==> src/rtl/core/bpss_pkg.sv <==
// bpss_pkg: shared types and constants for the bucket prefix sum sampler
// no dependencies; used by bpss_step, bpss_rsq and the top level

package bpss_pkg;

    // fixed field widths of the result transaction
    localparam int unsigned CountW  = 32;
    localparam int unsigned BorderW = 32;
    localparam int unsigned SampleW = 40;
    localparam int unsigned IndexW  = 32;

    // result queue geometry
    localparam int unsigned RsqDepth = 4;
    localparam int unsigned RsqPtrW  = 2;
    localparam int unsigned RsqCntW  = 3;

    typedef struct packed {
        logic [BorderW-1:0] border_low;
        logic               sample_valid;
        logic [SampleW-1:0] sample_value;
        logic               change_valid;
        logic [IndexW-1:0]  change_index;
        logic [CountW-1:0]  max_count;
        logic               run_last;
    } t_result;

    // handoff from the step logic to the result queue
    typedef struct packed {
        logic    push;
        logic    push_two;
        t_result res0;
        t_result res1;
    } t_push;

endpackage

==> src/rtl/core/bpss_step.sv <==
// bpss_step: run state, configuration register and the per-item update
// depends on bpss_pkg

module bpss_step #(
    parameter int unsigned LOW_BITS         = 32,
    parameter int unsigned SUM_BITS         = 40,
    parameter int unsigned MAX_SAMPLE_SHIFT = 9
) (
    input  logic                               i_clk,
    input  logic                               i_rst_n,
    input  logic                               i_cfg_we,
    input  logic [bpss_pkg::CountW-1:0]        i_cfg_data,
    input  logic                               i_adv,
    input  logic [bpss_pkg::CountW-1:0]        i_count,
    output bpss_pkg::t_push                    o_push
);

    localparam int unsigned HiW   = SUM_BITS - LOW_BITS;
    localparam int unsigned NcmW  = HiW + 1;
    localparam logic [NcmW-1:0] NcmLimit = NcmW'(1) << HiW;
    localparam logic [NcmW-1:0] NcmOne   = NcmW'(1);

    logic [SUM_BITS-1:0]         r_total;
    logic [bpss_pkg::CountW-1:0] r_max;
    logic [bpss_pkg::IndexW-1:0] r_idx;
    logic [NcmW-1:0]             r_ncm;
    logic [SUM_BITS-1:0]         r_last_smp;
    logic [bpss_pkg::CountW-1:0] r_num_codes;
    logic [MAX_SAMPLE_SHIFT-1:0] r_smp_mask;

    logic [MAX_SAMPLE_SHIFT-1:0] n_smp_mask;
    logic                        first;
    logic [SUM_BITS-1:0]         base_total;
    logic [bpss_pkg::CountW-1:0] base_max;
    logic [NcmW-1:0]             base_ncm;
    logic [SUM_BITS-1:0]         base_ls;
    logic [bpss_pkg::CountW-1:0] n_max;
    logic [SUM_BITS:0]           sum_w;
    logic [SUM_BITS-1:0]         tot;
    logic                        chg;
    logic                        smp;
    logic [SUM_BITS-1:0]         ls_new;
    logic                        last;
    logic                        final_smp;

    // sample mask bit k is set when 2^(k+1) is still below the code count
    always_comb begin
        for (int k = 0; k < MAX_SAMPLE_SHIFT; k++) begin
            n_smp_mask[k] = {1'b0, i_cfg_data} > (33'd1 << (k + 1));
        end
    end

    always_comb begin
        first      = (r_idx == '0);
        base_total = first ? '0 : r_total;
        base_max   = first ? '0 : r_max;
        base_ncm   = first ? NcmOne : r_ncm;
        base_ls    = first ? '0 : r_last_smp;

        n_max = (i_count > base_max) ? i_count : base_max;

        // saturating accumulate
        sum_w = {1'b0, base_total} + (SUM_BITS + 1)'(i_count);
        tot   = sum_w[SUM_BITS] ? '1 : sum_w[SUM_BITS-1:0];

        chg = !first && (base_ncm < NcmLimit)
            && ({1'b0, tot[SUM_BITS-1:LOW_BITS]} >= base_ncm);

        smp    = ((r_idx[MAX_SAMPLE_SHIFT-1:0] & r_smp_mask) == '0);
        ls_new = smp ? tot : base_ls;

        last      = ({1'b0, r_idx} + 33'd1) >= {1'b0, r_num_codes};
        final_smp = tot > ls_new;

        o_push.push     = i_adv;
        o_push.push_two = last;

        o_push.res0.border_low   = bpss_pkg::BorderW'(tot[LOW_BITS-1:0]);
        o_push.res0.sample_valid = smp;
        o_push.res0.sample_value = smp ? bpss_pkg::SampleW'(tot) : '0;
        o_push.res0.change_valid = chg;
        o_push.res0.change_index = chg ? (r_idx - 32'd1) : '0;
        o_push.res0.max_count    = n_max;
        o_push.res0.run_last     = 1'b0;

        o_push.res1.border_low   = bpss_pkg::BorderW'(tot[LOW_BITS-1:0]);
        o_push.res1.sample_valid = final_smp;
        o_push.res1.sample_value = final_smp ? bpss_pkg::SampleW'(tot) : '0;
        o_push.res1.change_valid = 1'b0;
        o_push.res1.change_index = '0;
        o_push.res1.max_count    = n_max;
        o_push.res1.run_last     = 1'b1;
    end

    always_ff @(posedge i_clk) begin
        if (!i_rst_n) begin
            r_total     <= '0;
            r_max       <= '0;
            r_idx       <= '0;
            r_ncm       <= NcmOne;
            r_last_smp  <= '0;
            r_num_codes <= 32'd2;
            r_smp_mask  <= '0;
        end else begin
            if (i_cfg_we) begin
                r_num_codes <= i_cfg_data;
                r_smp_mask  <= n_smp_mask;
            end
            if (i_adv) begin
                if (last) begin
                    r_total    <= '0;
                    r_max      <= '0;
                    r_idx      <= '0;
                    r_ncm      <= NcmOne;
                    r_last_smp <= '0;
                end else begin
                    r_total    <= tot;
                    r_max      <= n_max;
                    r_idx      <= r_idx + 32'd1;
                    r_ncm      <= chg ? (base_ncm + NcmOne) : base_ncm;
                    r_last_smp <= ls_new;
                end
            end
        end
    end

endmodule

==> src/rtl/core/bpss_rsq.sv <==
// bpss_rsq: small result queue, takes one or two results per cycle, gives one
// depends on bpss_pkg

module bpss_rsq (
    input  logic              i_clk,
    input  logic              i_rst_n,
    input  bpss_pkg::t_push   i_push,
    input  logic              i_pop,
    output logic              o_room,
    output logic              o_valid,
    output bpss_pkg::t_result o_res
);

    bpss_pkg::t_result r_mem [bpss_pkg::RsqDepth];
    logic [bpss_pkg::RsqPtrW-1:0] r_wr;
    logic [bpss_pkg::RsqPtrW-1:0] r_rd;
    logic [bpss_pkg::RsqCntW-1:0] r_cnt;
    logic [bpss_pkg::RsqCntW-1:0] push_n;
    logic                         pop_ok;

    assign o_valid = (r_cnt != '0);
    assign o_res   = r_mem[r_rd];
    assign pop_ok  = i_pop && o_valid;
    // room for a two-result transaction regardless of the pop
    assign o_room  = (r_cnt <= bpss_pkg::RsqCntW'(bpss_pkg::RsqDepth - 2));

    always_comb begin
        push_n = '0;
        if (i_push.push) begin
            push_n = i_push.push_two ? 3'd2 : 3'd1;
        end
    end

    always_ff @(posedge i_clk) begin
        if (i_push.push) begin
            r_mem[r_wr] <= i_push.res0;
            if (i_push.push_two) begin
                r_mem[r_wr + 2'd1] <= i_push.res1;
            end
        end
    end

    always_ff @(posedge i_clk) begin
        if (!i_rst_n) begin
            r_wr  <= '0;
            r_rd  <= '0;
            r_cnt <= '0;
        end else begin
            r_wr  <= r_wr + bpss_pkg::RsqPtrW'(push_n);
            r_rd  <= r_rd + {1'b0, pop_ok};
            r_cnt <= r_cnt + push_n - {2'b0, pop_ok};
        end
    end

endmodule

==> src/rtl/core/bucket_prefix_sum_sampler_top.sv <==
// bucket_prefix_sum_sampler_top: running prefix sum with border entries,
// sampling, change points and run maximum; uses bpss_pkg, bpss_step, bpss_rsq
//
// channel | direction | handshake                  | payload
// --------+-----------+----------------------------+-------------------------------
// in      | input     | i_in_valid / o_in_stall    | i_bucket_count
// out     | output    | o_out_valid / i_out_stall  | o_border_low .. o_run_last
// cfg     | input     | i_cfg_we (no wait)         | i_cfg_data (num_codes)
//
// one count transaction per cycle while the queue has room; it is held in
// the input register and its results are then presented by the result queue
// the last item of a run yields two results, taking an extra queue entry;
// the input stalls only while the four-entry result queue lacks room
// reset is synchronous and active low; it clears the run state and the queue
// and sets num_codes to 2; output stall backs up through the queue

module bucket_prefix_sum_sampler_top #(
    parameter int unsigned LOW_BITS         = 32,
    parameter int unsigned SUM_BITS         = 40,
    parameter int unsigned MAX_SAMPLE_SHIFT = 9
) (
    input  logic                          i_clk,
    input  logic                          i_rst_n,
    // configuration
    input  logic                          i_cfg_we,
    input  logic [bpss_pkg::CountW-1:0]   i_cfg_data,
    // count input
    input  logic                          i_in_valid,
    output logic                          o_in_stall,
    input  logic [bpss_pkg::CountW-1:0]   i_bucket_count,
    // result output
    output logic                          o_out_valid,
    input  logic                          i_out_stall,
    output logic [bpss_pkg::BorderW-1:0]  o_border_low,
    output logic                          o_sample_valid,
    output logic [bpss_pkg::SampleW-1:0]  o_sample_value,
    output logic                          o_change_valid,
    output logic [bpss_pkg::IndexW-1:0]   o_change_index,
    output logic [bpss_pkg::CountW-1:0]   o_max_count,
    output logic                          o_run_last
);

    // input register
    logic                        r_in_vld;
    logic [bpss_pkg::CountW-1:0] r_in_count;

    logic              room;
    logic              adv;
    logic              in_take;
    bpss_pkg::t_push   push;
    bpss_pkg::t_result res;

    // the held item moves into the queue when there is room for two results
    assign adv        = r_in_vld && room;
    assign o_in_stall = r_in_vld && !room;
    assign in_take    = i_in_valid && !o_in_stall;

    always_ff @(posedge i_clk) begin
        if (!i_rst_n) begin
            r_in_vld <= 1'b0;
        end else if (in_take) begin
            r_in_vld <= 1'b1;
        end else if (adv) begin
            r_in_vld <= 1'b0;
        end
    end

    // payload register, no reset needed
    always_ff @(posedge i_clk) begin
        if (in_take) begin
            r_in_count <= i_bucket_count;
        end
    end

    // run state and the per-item arithmetic
    bpss_step #(
        .LOW_BITS         (LOW_BITS),
        .SUM_BITS         (SUM_BITS),
        .MAX_SAMPLE_SHIFT (MAX_SAMPLE_SHIFT)
    ) u_step (
        .i_clk      (i_clk),
        .i_rst_n    (i_rst_n),
        .i_cfg_we   (i_cfg_we),
        .i_cfg_data (i_cfg_data),
        .i_adv      (adv),
        .i_count    (r_in_count),
        .o_push     (push)
    );

    // result queue decouples output stalls from the input side
    bpss_rsq u_rsq (
        .i_clk   (i_clk),
        .i_rst_n (i_rst_n),
        .i_push  (push),
        .i_pop   (!i_out_stall),
        .o_room  (room),
        .o_valid (o_out_valid),
        .o_res   (res)
    );

    assign o_border_low   = res.border_low;
    assign o_sample_valid = res.sample_valid;
    assign o_sample_value = res.sample_value;
    assign o_change_valid = res.change_valid;
    assign o_change_index = res.change_index;
    assign o_max_count    = res.max_count;
    assign o_run_last     = res.run_last;

endmodule

==> config.mk <==
export PLATFORM = sky130hd
export DESIGN_NAME = bucket_prefix_sum_sampler_top
export DESIGN_NICKNAME = d
export VERILOG_FILES = /design/src/rtl/core/bpss_pkg.sv /design/src/rtl/core/bpss_step.sv /design/src/rtl/core/bpss_rsq.sv /design/src/rtl/core/bucket_prefix_sum_sampler_top.sv
export SDC_FILE = /design/constraint.sdc
export NUM_CORES = 2
export LEC_CHECK = 0
export ABC_AREA = 1
export BUFFER_PORTS_ARGS = -buffer_cell sky130_fd_sc_hd__buf_4
export CORE_AREA = 10 10 281 283
export DETAILED_ROUTE_END_ITERATION = 10
export DIE_AREA = 0 0 291 293
export PLACE_DENSITY = 0.83
export SLEW_MARGIN = 20
export SYNTH_ARGS = -nofsm -noshare
export SYNTH_HDL_FRONTEND = slang
export SYNTH_SLANG_ARGS = --single-unit
==> constraint.sdc <==
create_clock -name i_clk -period 8.6 [get_ports i_clk]
set_clock_uncertainty 0.15 [all_clocks]
set_input_delay 0 -clock i_clk [delete_from_list [all_inputs] [get_ports i_clk]]
set_output_delay 0 -clock i_clk [all_outputs]
set_load 0.02 [all_outputs]
==> reports/summary.md <==
The run finished with clean final reports. In this run the critical register-to-register path is launched from u_step.r_idx[0]. Number of buffers inserted during clock tree synthesis: 80. In this run the clock root is driven by a clkbuf_16. The post-synthesis async set-or-reset flop share is 0, and the number of nets in the synthesized netlist is 5,196.

The die is 291 um wide. The run gives 33,572 as the number of global-route vias before repair. Sort of element at the start of the critical path: a flip-flop. The worst hold path begins at i_cfg_data[12].

The share of total power in sequential cells is 0.381, and the signed area change from the synthesized netlist to the final layout is 14.58%. Measured in cells, the most critical reg-to-reg path has a length of 31. The power per cell area is 251.8 nW/um2, and the share of Yosys cell area claimed by the top area cell type is 0.3390. Along the worst path, the maximum fanout reaches 64. Summed over all nets, the switching power comes to 0.004158 W. Based on the critical path, the design can be clocked at up to 127.7 MHz. Setup repair after global routing left no endpoint under its margin.

The tools report the data arrival time of the critical path as 8060 ps. The count of yosys warnings during synthesis came out at 0. The first global-routing pass estimated 188,600 um of wire.

The average wire per standard cell was 19.84 um. In this run the critical register-to-register path is captured at u_rsq.r_mem[1][102]. The minimum period implied by the final worst setup slack is 7830 ps, and the post-detailed-route count of antenna-violating nets is 0.

The initial core utilization came out at 0.5442. The tools report the placeable core region as 73,570 um2. The sum of routed wire length over all layers is 122,600 um, and the starting DRC count in detailed routing is 4,883. During placement, the flow inserted port buffers numbering 209. The cell area after synthesis came out at 40,040 um2.

The sequential fraction of the synthesis area is 0.5080, and the net count reported at finish is 5,363. The period utilization works out to 0.9104. The part of the total power dissipated in combinational logic is 0.306, and the global-route total usage across every layer is 0.2749. The die is 293 um tall. The die covers 85,260 um2. For this run, design rule violations remaining after detail routing come to 0.

Summed over all instances, the cell type with the most area after synthesis is edfxtp_1. Max-cap violations in this run came to 0. Entering global routing, the biggest net connects 243 pins. The final route contains 35,963 vias.

The worst hold path belongs to the class primary input to flip-flop. The cell with the biggest individual delay on the critical path was nor4_1. The logs give 7 for the first-pass iteration count of the detailed router and 770 ps for the reg-to-reg setup timing slack.

The post-DP HPWL is 78,280 um, and the end-of-flow core utilization is 0.6236. Cell repeated most along the worst path: nand2_1. The logs give 660 ps for the clock insertion delay at the later pin of the skew report and 0 for the hold violation total from the final report. For the final-report max-slew violation count, the log shows 0. For the pin with the worst max-slew slack, the measured transition is 1253 ps. The longest individual stage delay on the worst path was 700 ps.

The portion of total power attributed to the clock network came out at 0.314. The run gives 6,005 as the fill cell instance count of the final layout. The critical path is of the flip-flop to flip-flop type.

The synthesized design contains 790 register bits. The instance count of the mapped netlist is 4,973. For the number of antenna violations at the first check in global routing, the log shows 5. In the post-synthesis netlist, the biggest area contributors are edfxtp_1, dfxtp_1, nand2_1. The average instance in the mapped netlist occupies 8.051 um2. The congestion estimate from routability-driven global placement came to 0.9561.

Adding up every negative setup slack in the final design gives 0 ps. Overall power consumption after layout is estimated at 0.01155 W. The headroom to the max-slew limit is 0.1645, and the maximum ir drop on the vdd rail is 0.0002929 V. The floorplan has 100 rows.

The family of cells with the greatest summed delay on the critical path is simple AND/OR/NAND/NOR gates. Clock-pin slew was measured on the worst setup and hold paths at 70 ps. For the sum of overflow across all layers after global routing, the log shows 0.

The path with the worst hold slack has its endpoint at u_step.r_num_codes[12]. The most used flip-flop cell after synthesis is edfxtp_1. The switching fraction of total power was 0.3600; the worst hold path depth was 4.

TritonCTS built the clock tree. Cell internal power was estimated by the tool at 0.007393 W. The required time of the critical path was 8830 ps; the number of enable-type register cells in the synthesized netlist was 452. Summed over all cells, the static leakage comes to 18.74 nW. The count of pins on the block boundary is 210. Clock tree synthesis found a total of 790 sinks. The maximum level of the CTS H-tree came out at 3. For the count of distinct cell types in the synthesized netlist, the log shows 49. Setup violations remaining at the end of the flow were counted as 0. The worst setup path is captured at a flip-flop. The mean number of vias per cell was 5.820. The maximum count of clock buffers along a single path was 3; the buffers plus inverters on the worst setup path was 6. The share of post-route cells with drive strength above 1 was 0.08146.
-- repair_timing --
item | in CTS | in global routing
setup buffers | 0 | 0
resized for setup | 0 | 0
hold buffers | 109 | 0
hold endpoints to repair | 113 | 0
-- power groups by stage --
stage | combinational, W | sequential (W) | clock [W]
floorplan | 0.00214 | 0.00440 | 0
global placement | 0.00338 | 0.00446 | 0
detailed placement | 0.00343 | 0.00447 | 0
CTS | 0.00350 | 0.00439 | 0.00363
global route | 0.00382 | 0.00441 | 0.00378
finish | 0.00353 | 0.00440 | 0.00362
-- through the flow --
step                hold WS (ps)  area (um2)  std cells  setup slack, ps
floorplan                 -51.13       40040       4973             2306
global placement           28.91       42010       5917             1271
detailed placement         29.49       42010       5917             1005
CTS                        61.91       45830       6173            991.1
global route               94.64       45880       6179            291.2
finish                     95.26       45880       6179            770.4
-- worst max-delay path by stage --
stage                               start                  end  slack (ps)  cells after the start
after floorplan           u_step.r_idx[2]  u_rsq.r_mem[1][108]        2310                     23
after global placement    u_step.r_idx[0]   u_rsq.r_mem[1][85]        1270                     31
after detailed placement  u_step.r_idx[0]   u_rsq.r_mem[1][97]        1000                     31
after CTS                 u_step.r_idx[0]  u_rsq.r_mem[1][102]         990                     31
after global routing      u_step.r_idx[0]   u_rsq.r_mem[3][72]         290                     31
final                     u_step.r_idx[0]  u_rsq.r_mem[1][102]         770                     31
-- cells in the final DEF (no fill, tap or decap), types with 4 or more instances in the layout --
cell / netlist / layout
ha_1: 152 / 152
nor3_1: 39 / 39
edfxtp_1: 452 / 452
o21bai_1: 7 / 7
buf_4: 25 / 246
xnor2_1: 13 / 13
inv_2: 14 / 11
nor4_1: 13 / 13
clkbuf_1: 168 / 15
o21ai_0: 503 / 503
clkinv_2: 0 / 21
a21oi_1: 296 / 296
nand4_1: 45 / 45
dlygate4sd3_1: 0 / 109
bufinv_16: 0 / 8
nor2_2: 8 / 9
xor2_1: 57 / 57
nor2_1: 939 / 937
clkbuf_16: 0 / 81
inv_1: 475 / 472
nand3b_1: 5 / 5
nand3_1: 177 / 176
dfxtp_1: 338 / 336
nand2_4: 0 / 4
o211ai_1: 6 / 6
o21a_1: 7 / 7
nand2_1: 964 / 959
clkbuf_8: 0 / 7
diode_2: 0 / 5
a31oi_1: 7 / 7
a21o_1: 4 / 4
o22ai_1: 140 / 140
o311ai_0: 4 / 4
clkinv_1: 2 / 9
-- routing by layer --
metal,GRT usage,wire [um]
met1,0.3606,48720
met2,0.4440,56650
met3,0.05126,12420
met4,0.1119,4802
met5,0,0
-- cell families after synthesis --
family / synth area share
DFF: 0.5080
AOI/OAI and AO/OA: 0.1311
adders and majority gates: 0.04850
and+or+nand+nor: 0.2202
buffers and inverters: 0.07691
xor gates and xnor gates: 0.01531
-- synth_stat cells (14+ instances only) --
cell type and instances:
edfxtp_1 452, clkbuf_1 168, nor3_1 39, inv_1 475, inv_2 14, dfxtp_1 338
buf_1 15, buf_4 25, ha_1 152, xor2_1 57, nand4_1 45, o21ai_0 503
o22ai_1 140, a21oi_1 296, nand2_1 964, nor2_1 939, nand3_1 177, buf_2 61
-- worst register-to-register path: cells and delay by family (launching register included) --
kind	cells	cell delay (ps)
buf+inv	6	1530
flops	1	360
simple gates	19	3500
fa+ha+maj	3	850
compound gates	3	1150
-- registers in the layout, indices dropped and copies added (netlist names) --
name,cells
r_in_vld,1
u_step.r_ncm,9
u_rsq.r_rd,2
u_step.r_smp_mask,9
u_rsq.r_wr,2
u_rsq.r_cnt,3
u_step.r_idx,32
u_step.r_max,32
r_in_count,32
u_step.r_num_codes,32
u_rsq.r_mem,556
u_step.r_total,40
u_step.r_last_smp,40
-- area by class of cell --
cell class	instances	area [um2]	area share
Inverter	491	1859	0.04053
Sequential cell	790	20350	0.4435
Clock buffer	104	2185	0.04762
Multi-Input combinational cell	3418	16690	0.3638
Clock inverter	43	544.3	0.01186
Tap cell	969	1212	0.02643
Antenna cell	5	12.51	0.0002727
Timing Repair Buffer	359	3025	0.06595
Note: power is estimated with default switching activity, not from simulation.
